## config.mk

```make
export PLATFORM = sky130hd
export DESIGN_NAME = approx_log_multiplier_16
export DESIGN_NICKNAME = d
export VERILOG_FILES = /design/src/hdl/alm_pkg.sv /design/src/hdl/approx_log_multiplier_16.sv /design/src/hdl/alm_operand.sv
export SDC_FILE = /design/constraint.sdc
export NUM_CORES = 1
export LEC_CHECK = 0
export BUFFER_PORTS_ARGS = -buffer_cell sky130_fd_sc_hd__buf_2
export CAP_MARGIN = 20
export CELL_PAD_IN_SITES_DETAIL_PLACEMENT = 1
export CELL_PAD_IN_SITES_GLOBAL_PLACEMENT = 1
export CORE_MARGIN = 1.5
export CORE_UTILIZATION = 40
export DETAILED_ROUTE_END_ITERATION = 10
export GPL_ROUTABILITY_DRIVEN = 1
export PLACE_DENSITY_LB_ADDON = 0.1
export SYNTH_ARGS = -nofsm -noshare
export SYNTH_HDL_FRONTEND = slang
export SYNTH_HIERARCHICAL = 1
export SYNTH_SLANG_ARGS = --single-unit
```

## constraint.sdc

```tcl
create_clock -name clock -period 6.7 [get_ports clock]
set_clock_uncertainty 0.05 [all_clocks]
set_input_delay 0.67 -clock clock [delete_from_list [all_inputs] [get_ports clock]]
set_output_delay 0.67 -clock clock [all_outputs]
set_load 0.02 [all_outputs]
```

## src/hdl/alm_pkg.sv

```systemverilog
// shared constants for the approximate logarithmic multiplier
// no dependencies
`default_nettype none

package alm_pkg;

   localparam int DEFAULT_OPERAND_WIDTH = 16;
   localparam int FIELD_WIDTH           = 16;
   localparam int PRODUCT_WIDTH         = 31;
   localparam int KEPT_WIDTH            = 5;
   localparam int KEPT_BITS_RESET       = 4;
   localparam int KEPT_BITS_MIN         = 2;

endpackage

`default_nettype wire

```

## src/hdl/approx_log_multiplier_16.sv

```systemverilog
// approximate signed logarithmic multiplier with dynamic-range truncation
// depends on alm_pkg and alm_operand
// a req beat is held in the input register, then the product in product_ff for rsp
// one beat per cycle unless rsp stalls; input register fills while a result waits
// reset: synchronous, clears both valid flags and sets kept_bits to four
`default_nettype none

module approx_log_multiplier_16
   import alm_pkg::*;
#(
   parameter int OPERAND_WIDTH = DEFAULT_OPERAND_WIDTH
) (
   input  wire logic                  clock,
   input  wire logic                  reset,
   input  wire logic                  req_tvalid,
   output logic                       req_tready,
   input  wire logic [31:0]           req_tdata,   // operand_a[15:0], operand_b[31:16]
   output logic                       rsp_tvalid,
   input  wire logic                  rsp_tready,
   output logic [31:0]                rsp_tdata,   // product[30:0], zero pad[31]
   input  wire logic                  csr_valid,
   output logic                       csr_ready,
   input  wire logic [KEPT_WIDTH-1:0] csr_data     // kept_bits
);

   localparam int OPW = OPERAND_WIDTH;
   localparam int KW  = $clog2(OPW);
   localparam int PW  = (2 * OPW > PRODUCT_WIDTH) ? 2 * OPW : PRODUCT_WIDTH;

   logic                          s1_valid_ff, s1_valid_in;
   logic                          rsp_valid_ff, rsp_valid_in;
   logic signed [FIELD_WIDTH-1:0] a_ff, b_ff;
   logic [PRODUCT_WIDTH-1:0]      product_ff, product_in;
   logic [OPW-2:0]                forced_ff, forced_in;
   logic                          out_load;
   logic                          req_beat;

   logic           neg_a, neg_b, zero_a, zero_b;
   logic [KW-1:0]  lead_a, lead_b;
   logic [OPW-2:0] frac_a, frac_b;
   logic [OPW:0]   sum;
   logic [KW:0]    lead_p;
   logic [3*OPW-1:0] full;
   logic [PW-1:0]  mag_p, signed_p;

   assign csr_ready = 1'b1;

   always_comb begin
      int wc;
      wc = int'(csr_data);
      if (wc < KEPT_BITS_MIN) begin
         wc = KEPT_BITS_MIN;
      end
      if (wc > OPW) begin
         wc = OPW;
      end
      forced_in = (OPW-1)'(1) << (OPW - wc);
   end

   always_ff @(posedge clock) begin
      if (reset) begin
         forced_ff <= (OPW-1)'(1) << (OPW - KEPT_BITS_RESET);
      end else if (csr_valid && csr_ready) begin
         forced_ff <= forced_in;
      end
   end

   assign out_load    = !rsp_valid_ff || rsp_tready;
   assign req_tready  = !s1_valid_ff || out_load;
   assign req_beat    = req_tvalid && req_tready;
   assign s1_valid_in = req_beat ? 1'b1 : (out_load ? 1'b0 : s1_valid_ff);
   assign rsp_valid_in = out_load ? s1_valid_ff : rsp_valid_ff;

   always_ff @(posedge clock) begin
      if (reset) begin
         s1_valid_ff  <= 1'b0;
         rsp_valid_ff <= 1'b0;
      end else begin
         s1_valid_ff  <= s1_valid_in;
         rsp_valid_ff <= rsp_valid_in;
      end
   end

   always_ff @(posedge clock) begin
      if (req_beat) begin
         a_ff <= req_tdata[FIELD_WIDTH-1:0];
         b_ff <= req_tdata[2*FIELD_WIDTH-1:FIELD_WIDTH];
      end
      if (out_load && s1_valid_ff) begin
         product_ff <= product_in;
      end
   end

   alm_operand #(.OPW(OPW)) u_op_a (
      .operand (a_ff),
      .forced  (forced_ff),
      .neg     (neg_a),
      .zero    (zero_a),
      .lead    (lead_a),
      .frac    (frac_a)
   );

   alm_operand #(.OPW(OPW)) u_op_b (
      .operand (b_ff),
      .forced  (forced_ff),
      .neg     (neg_b),
      .zero    (zero_b),
      .lead    (lead_b),
      .frac    (frac_b)
   );

   // fraction sum, carry into the exponent, then linear (approximate) antilog
   assign sum      = {2'b00, frac_a} + {2'b00, frac_b} + {2'b00, forced_ff};
   assign lead_p   = {1'b0, lead_a} + {1'b0, lead_b} + {{KW{1'b0}}, sum[OPW-1]};
   assign full     = (3*OPW)'({1'b1, sum[OPW-2:0]}) << lead_p;
   assign mag_p    = PW'(full >> (OPW - 1));
   assign signed_p = (neg_a != neg_b) ? ~mag_p : mag_p;

   assign product_in = (zero_a || zero_b) ? '0 : signed_p[PRODUCT_WIDTH-1:0];

   assign rsp_tvalid = rsp_valid_ff;
   assign rsp_tdata  = {1'b0, product_ff};

   a_stall_only_when_full: assert property (@(posedge clock) disable iff (reset)
      !req_tready |-> (s1_valid_ff && rsp_valid_ff && !rsp_tready))
      else $error("input refused with room in the pipeline");

   a_beat_fills_stage: assert property (@(posedge clock) disable iff (reset)
      req_beat |=> s1_valid_ff)
      else $error("accepted beat lost from input register");

   a_stage_moves: assert property (@(posedge clock) disable iff (reset)
      (s1_valid_ff && out_load) |=> rsp_valid_ff)
      else $error("input register drained without a result");

   a_zero_operand: assert property (@(posedge clock) disable iff (reset)
      (s1_valid_ff && out_load && (zero_a || zero_b)) |=> (rsp_tdata == '0))
      else $error("zero magnitude operand gave nonzero product");

   a_forced_onehot: assert property (@(posedge clock) disable iff (reset)
      $onehot(forced_ff))
      else $error("rounding bit mask not one-hot");

endmodule

`default_nettype wire

```

## src/hdl/alm_operand.sv

```systemverilog
// one operand path: one's complement magnitude, leading-one detect,
// normalised and truncated fraction; depends on alm_pkg
`default_nettype none

module alm_operand
   import alm_pkg::*;
#(
   parameter int OPW = DEFAULT_OPERAND_WIDTH,
   localparam int KW = $clog2(OPW)
) (
   input  wire logic signed [FIELD_WIDTH-1:0] operand,
   input  wire logic        [OPW-2:0]         forced,
   output logic                               neg,
   output logic                               zero,
   output logic             [KW-1:0]          lead,
   output logic             [OPW-2:0]         frac
);

   logic signed [OPW-1:0] wrapped;
   logic        [OPW-2:0] mag;
   logic        [OPW-2:0] shifted;
   logic        [KW-1:0]  shamt;

   assign wrapped = OPW'(operand);
   assign neg     = wrapped[OPW-1];
   assign mag     = neg ? ~wrapped[OPW-2:0] : wrapped[OPW-2:0];
   assign zero    = (mag == '0);

   always_comb begin
      lead = '0;
      for (int i = 0; i < OPW - 1; i++) begin
         if (mag[i]) begin
            lead = KW'(i);
         end
      end
   end

   // leading one lands just above the fraction and drops out
   assign shamt   = KW'(OPW - 1) - lead;
   assign shifted = mag << shamt;
   assign frac    = (shifted & ~(forced - (OPW-1)'(1))) | forced;

endmodule

`default_nettype wire
```

# Word level (Yosys, flattened, before mapping)
# Cells that the tools add are included.
dict set report totals {
  register_bits 80
  elab_cells 74
  output_inout_bits 35
  input_bits 42
}
dict set report op_classes {
  n_addsub 8
  eq_ne 1
  n_mux 35
  bitwise_logic 8
  shifts 4
  order_cmp 2
  n_reduce_logical 10
}
# operator n
set op_table {}
lappend op_table {{two-way mux 4 bit} 14}
lappend op_table {{<< shifter 16 x 5 -> 46 bit} 1}
lappend op_table {{NOT 15 bit} 3}
lappend op_table {{greater-than comparator 32 x 6 -> 1 bit, second input constant} 1}
lappend op_table {{<< shifter 1 x 32 -> 15 bit, first input constant} 1}
lappend op_table {{subtractor 6 x 32 -> 32 bit, first input constant} 1}
lappend op_table {{two-way mux 31 bit} 1}
lappend op_table {{NOT 31 bit} 1}
lappend op_table {{bitwise AND 15 bit} 2}
lappend op_table {{logical NOT 15 bit} 2}
lappend op_table {{two-way mux 15 bit} 2}
lappend op_table {{OR 15 bit} 2}
lappend op_table {{<< shifter 15 x 4 -> 15 bit} 2}
lappend op_table {{two-way mux 3 bit} 8}
lappend op_table {{adder 15 x 15 -> 16 bit} 1}
lappend op_table {{adder 16 x 15 -> 16 bit} 1}
lappend op_table {{subtractor 15 x 1 -> 15 bit, second input constant} 1}
lappend op_table {{two-way mux 5 bit} 2}
lappend op_table {{two-way mux 2 bit} 4}
lappend op_table {{subtractor 4 bit, first input constant} 2}
lappend op_table {{adder 4 x 4 -> 5 bit} 1}
lappend op_table {{adder 5 x 1 -> 5 bit} 1}
lappend op_table {{< comparator 5 x 2 -> 1 bit, second input constant} 1}
lappend op_table {{two-way mux 1 bit} 4}
lappend op_table {{5 further kinds} 9}

# Depth between registers and ports, before layout
dict set report depth {
  ltp_word 26
  mapped_depth 34
  ltp_nobuf 31
}

# Modules after synthesis
# The synthesis kept the hierarchy.
# mod cells_per_inst instances area_each_um2 seq_area_each_um2
set by_module_without_submodules {}
lappend by_module_without_submodules {approx_log_multiplier_16 601 1 5919.4 2232.1}
lappend by_module_without_submodules {alm_operand 269 2 1828.0 0.0}

# Worst setup path before layout
# OpenSTA, ideal clock, no wires.
dict set report synth_timing {
  path_kind {flip-flop to flip-flop}
  from {reg a_ff[15]}
  to {reg product_ff[6] (data pin)}
  path_slack_ps -572
  synth_period_minus_slack_ps 7272
  n_path_buf 4
  required_time_ps 6378
  path_stages_with_launch 30
  setup_time_ps 272
  arrival_ps 6950
  path_cell_list {edfxtp_1 -> buf_6 -> or2_1 -> o22a_4 -> nor4_4 -> nor2_1 -> mux2_2 -> mux2i_1 -> a221o_1 -> o31a_1 -> fa_1 -> ha_1 -> a21oi_2 -> o21ai_1 -> a21oi_1 -> a21boi_0 -> o21a_1 -> o21ai_0 -> nand2b_1 -> a21oi_1 -> xnor2_1 -> fa_1 -> fa_1 -> clkbuf_1 -> buf_2 -> clkbuf_1 -> o21ai_0 -> a21o_1 -> a221oi_2 -> mux2i_1}
}
dict set report synth_via {
  elab_chain_len 25
}
# element line_no
set synth_rtl {}
lappend synth_rtl {{from (decl)} approx_log_multiplier_16.sv:32} ;# logic signed [FIELD_WIDTH-1:0] a_ff, b_ff;
lappend synth_rtl {{from (signal assigned)} approx_log_multiplier_16.sv:86} ;# a_ff <= req_tdata[FIELD_WIDTH-1:0];
lappend synth_rtl {{two-way mux 15 bit *} alm_operand.sv:26} ;# assign mag = neg ? ~wrapped[OPW-2:0] : wrapped[OPW-2:0];
lappend synth_rtl {{two-way mux 1 bit} alm_operand.sv:32} ;# if (mag[i]) begin
lappend synth_rtl {{two-way mux 2 bit (2 in series)} alm_operand.sv:32}
lappend synth_rtl {{two-way mux 3 bit (4 in series)} alm_operand.sv:32}
lappend synth_rtl {{two-way mux 4 bit (7 in series)} alm_operand.sv:32}
lappend synth_rtl {{subtractor 4 bit} alm_operand.sv:39} ;# assign shamt = KW'(OPW - 1) - lead;
lappend synth_rtl {{<< shifter 15 x 4 -> 15 bit *} alm_operand.sv:40} ;# assign shifted = mag << shamt;
lappend synth_rtl {{bitwise AND 15 bit *} alm_operand.sv:41} ;# assign frac = (shifted & ~(forced - (OPW-1)'(1))) | forced;
lappend synth_rtl {{OR 15 bit *} alm_operand.sv:41}
lappend synth_rtl {{via frac_a[9]} approx_log_multiplier_16.sv:40} ;# logic [OPW-2:0] frac_a, frac_b;
lappend synth_rtl {{adder 15 x 15 -> 16 bit *} approx_log_multiplier_16.sv:113} ;# assign sum = {2'b00, frac_a} + {2'b00, frac_b} + {2'b00, forced_ff};
lappend synth_rtl {{adder 16 x 15 -> 16 bit *} approx_log_multiplier_16.sv:113}
lappend synth_rtl {{adder 5 x 1 -> 5 bit} approx_log_multiplier_16.sv:114} ;# assign lead_p = {1'b0, lead_a} + {1'b0, lead_b} + {{KW{1'b0}}, sum[OPW-1]};
lappend synth_rtl {{<< shifter 16 x 5 -> 46 bit *} approx_log_multiplier_16.sv:115} ;# assign full = (3*OPW)'({1'b1, sum[OPW-2:0]}) << lead_p;
lappend synth_rtl {{NOT 31 bit} approx_log_multiplier_16.sv:117} ;# assign signed_p = (neg_a != neg_b) ? ~mag_p : mag_p;
lappend synth_rtl {{two-way mux 31 bit *} approx_log_multiplier_16.sv:117}
lappend synth_rtl {{to (signal assigned)} approx_log_multiplier_16.sv:90} ;# product_ff <= product_in;
lappend synth_rtl {{to (decl)} approx_log_multiplier_16.sv:33} ;# logic [PRODUCT_WIDTH-1:0] product_ff, product_in;
# The timed path passes the listed nets; every way through them passes the cells marked *.
# A chain may end at the register's enable or synchronous reset.

# Worst setup path in the final report
dict set report layout_timing {
  from {reg a_ff[15]}
  to {reg product_ff[20] (data pin)}
}
# The elaborated chain is that of the path after synthesis.

==> impl_metrics.json <==
{
  "status": "complete, but fails checks",
  "failed_checks": "setup timing",
  "r2r_slack_ns": -0.84,
  "ys_seq_area_frac": 0.233,
  "hold_buffers": 0,
  "cts.clk_slew.worst_paths_ns": 0.07,
  "yosysUniqueCellTypes": 112,
  "drc": 0,
  "r2r_cells": 34,
  "syn_area_per_cell_um2": 8.41,
  "powerDensity_mw_per_mm2": 282,
  "final_max_slew_viol_count": 0,
  "gr-usage-all-layers": 0.313,
  "drt_wl_total_mm": 40.0,
  "cp-start-kind": "flop",
  "cts-root-buf": "clkbuf_16",
  "vias": 10900,
  "ys.flop_type": "edfxtp_1",
  "final_area_mm2": 0.0138,
  "multi_input_area_mm2": 0.00751,
  "crit_arrival_ns": 7.56,
  "cts_tree": "built",
  "clkPwrFrac": 0.142,
  "diodes": 0,
  "min_path_cells": 1,
  "p_sw_frac": 0.444,
  "synth_fp_nets": 1221,
  "synth.yosys.warnings": 6,
  "die_area_mm2": 0.0249,
  "drt_iter0_markers": 643,
  "ys_seq_elements": 80,
  "gp_congestion": 0.927,
  "synth_top_area_share": 0.198,
  "dp_slack_ns": -0.811,
  "drtAntennaViolNets": 0,
  "finalCritPeriodShare": 1.13,
  "crit_type": "flop to flop",
  "setup_tns_ns": -22.18,
  "synthesis.area_mm2": 0.00958,
  "power_mw": 3.89,
  "yosys.area.top_type": "edfxtp_1",
  "slew_headroom": 0.276,
  "finalCriticalPeriod_ns": 7.54,
  "fin_nets": 1567,
  "async_reset_ff_frac": 0,
  "cts.htree.levels": 3,
  "ios": 77,
  "critPathSlowestCell": "fa_2",
  "finalSetupViolations": 31,
  "post_dp_cell_area_mm2": 0.0122,
  "rows": 56,
  "grt_pass1_wl_mm": 60.6,
  "maxCapViolCount": 0,
  "first_global_vias": 11100,
  "postLayoutCoreUtil": 0.588,
  "firstDrtPassIters": 5,
  "layout_setup_ws_ns": -0.843,
  "grt_antenna_before_repair": 0,
  "slowest_delay_ns": 0.61,
  "fillers": 2758,
  "die_h_um": 158,
  "cts.sinks": 80,
  "portBuffers": 74,
  "p_sw_mw": 1.73,
  "core_area_mm2": 0.0235,
  "syn_inst": 1139,
  "ir_worst_vdd_uv": 141,
  "worst_slew_pin_slew_ns": 1.08,
  "final-hold-violation-count": 0,
  "grt_overflow": 0,
  "comb_power_share": 0.699,
  "pwr-share-seq": 0.159,
  "rsz0062_at_grt": "yes",
  "register_area_mm2": 0.00223,
  "grt_max_degree": 33,
  "synth_edf_count": 63,
  "place_hpwl_mm": 28.7,
  "die_x_um": 158,
  "routedWlPerCell_um": 22.1,
  "p_int_mw": 2.17,
  "clk-insertion-delay-late_ns": 0.36,
  "clk_path_buf_depth": 2,
  "crit_fanout": 5,
  "area_growth_pct": 44.1,
  "numCtsBuffers": 9,
  "crit_top_cell": "buf_4",
  "worst_ep_required_time_ns": 6.72,
  "power.leakage_nw": 5.76,
  "fmax_ghz": 0.133,
  "drive_above_1_share": 0.448,
  "hold_class": "primary input to flop",
  "synthTopCellsByArea": "edfxtp_1 (20%), mux2i_1 (5.4%), nor2_1 (4.2%), nand2_1 (4.1%), fa_1 (3.8%)",
  "cp-end-kind": "flop",
  "viasPerCell": 6.05,
  "initial_core_util": 0.408
}
path summary, 6_finish.rpt:
path,to,from
hold reg to reg,rsp_tvalid,s1_valid_ff
setup reg to reg,product_ff[20],a_ff[15]
hold / removal,b_ff[12],req_tdata[28]
setup / recovery,product_ff[20],a_ff[15]
cells by family after synthesis:
| group | count (synthesis) | share of synthesized area |
|---|---|---|
| xor+xnor | 21 | 0.0192 |
| fa+ha+maj | 40 | 0.0664 |
| simple gates | 449 | 0.242 |
| buf+inv | 125 | 0.0783 |
| flops | 80 | 0.233 |
| mux | 63 | 0.0687 |
| other cells | 2 | 0.000784 |
| compound gates | 359 | 0.292 |
cells in the final DEF (no fill, tap or decap), types with 11 or more instances in the layout:
cell type / synthesis / routed
a22oi_1: 16 / 16
buf_6: 22 / 18
nand3_1: 44 / 40
o21ai_1: 14 / 19
fa_1: 18 / 15
nand4_1: 15 / 15
mux2i_1: 52 / 44
inv_1: 40 / 38
o22ai_1: 20 / 14
o21ai_0: 47 / 28
a21oi_2: 3 / 13
nor3_1: 42 / 34
nand2_1: 105 / 93
buf_2: 12 / 75
nand2_2: 2 / 11
ha_1: 22 / 18
edfxtp_1: 63 / 63
a211oi_1: 13 / 12
nor2b_1: 18 / 13
nand2b_1: 19 / 17
dfxtp_1: 17 / 17
a21oi_1: 57 / 43
nor2_2: 4 / 12
nor2_1: 107 / 96
a21o_1: 19 / 18
buf_4: 10 / 313
o21ai_2: 0 / 13
sequential cells by signal (all words and copies together) (netlist names):
| name | count |
|---|---|
| a_ff | 16 |
| forced_ff | 15 |
| s1_valid_ff | 1 |
| b_ff | 16 |
| product_ff | 31 |
| rsp_tvalid | 1 |
area by class of cell:
class | count | area share
Clock buffer | 9 | 0.0163
Clock inverter | 7 | 0.00571
Inverter | 42 | 0.0117
Multi-Input combinational cell | 934 | 0.545
Sequential cell | 80 | 0.162
Tap cell | 319 | 0.0289
Timing Repair Buffer | 418 | 0.231
worst max-delay path: cells and delay by family, from the launching register on:
kind	cells	cell delay, ns
compound gates	13	2.69
fa+ha+maj	4	1.79
simple gates	9	1.27
buf+inv	5	0.71
flops	1	0.41
mux	2	0.22
xor+xnor	1	0.10
power groups by stage:
stage / sequential [mW] / combinational (mW) / clock (mW)
2_1_floorplan: 0.658 / 1.17 / 0
5_1_grt: 0.624 / 2.86 / 0.573
4_1_cts: 0.619 / 2.44 / 0.560
3_5_place_dp: 0.630 / 1.90 / 0
3_3_place_gp: 0.628 / 1.87 / 0
6_report: 0.619 / 2.72 / 0.553
Yosys cell counts (9+ instances only):
library cell,number
buf_4,10
ha_1,22
o21ai_1,14
a31oi_1,10
buf_6,22
nand3_1,44
a21oi_1,57
a21o_1,19
o21ai_0,47
dfxtp_1,17
a221o_1,9
nor3_1,42
nand2_1,105
nor4_1,9
nor2b_1,18
mux2i_1,52
nor2_1,107
a22oi_1,16
nand4_1,15
edfxtp_1,63
fa_1,18
buf_2,12
o22ai_1,20
or3_1,14
o211ai_1,9
clkbuf_1,29
nand2b_1,19
a211oi_1,13
mux2_2,9
xnor2_1,14
o31ai_1,10
inv_1,40
and2_1,9
metrics by stage:
stage	instances	hold slack [ns]
finish	1809	0.433
global route	1809	0.427
CTS	1798	0.426
detailed placement	1751	0.467
global placement	1751	0.460
floorplan	1139	0.428
metal layers:
metal | wire, um | global-route usage
met5 | 0 | 0
met4 | 1170 | 0.107
met3 | 2060 | 0.0427
met2 | 19700 | 0.541
met1 | 17200 | 0.399
timing repair:
action / CTS / global route
endpoints found under the setup margin: 31 / 31
gates resized for setup: 130 / 84
setup buffers: 27 / 14
endpoints found under the hold margin: 0 / 0
pin swaps: 58 / 46
gates cloned: 5 / 0
(Power assumes the default switching activity.)
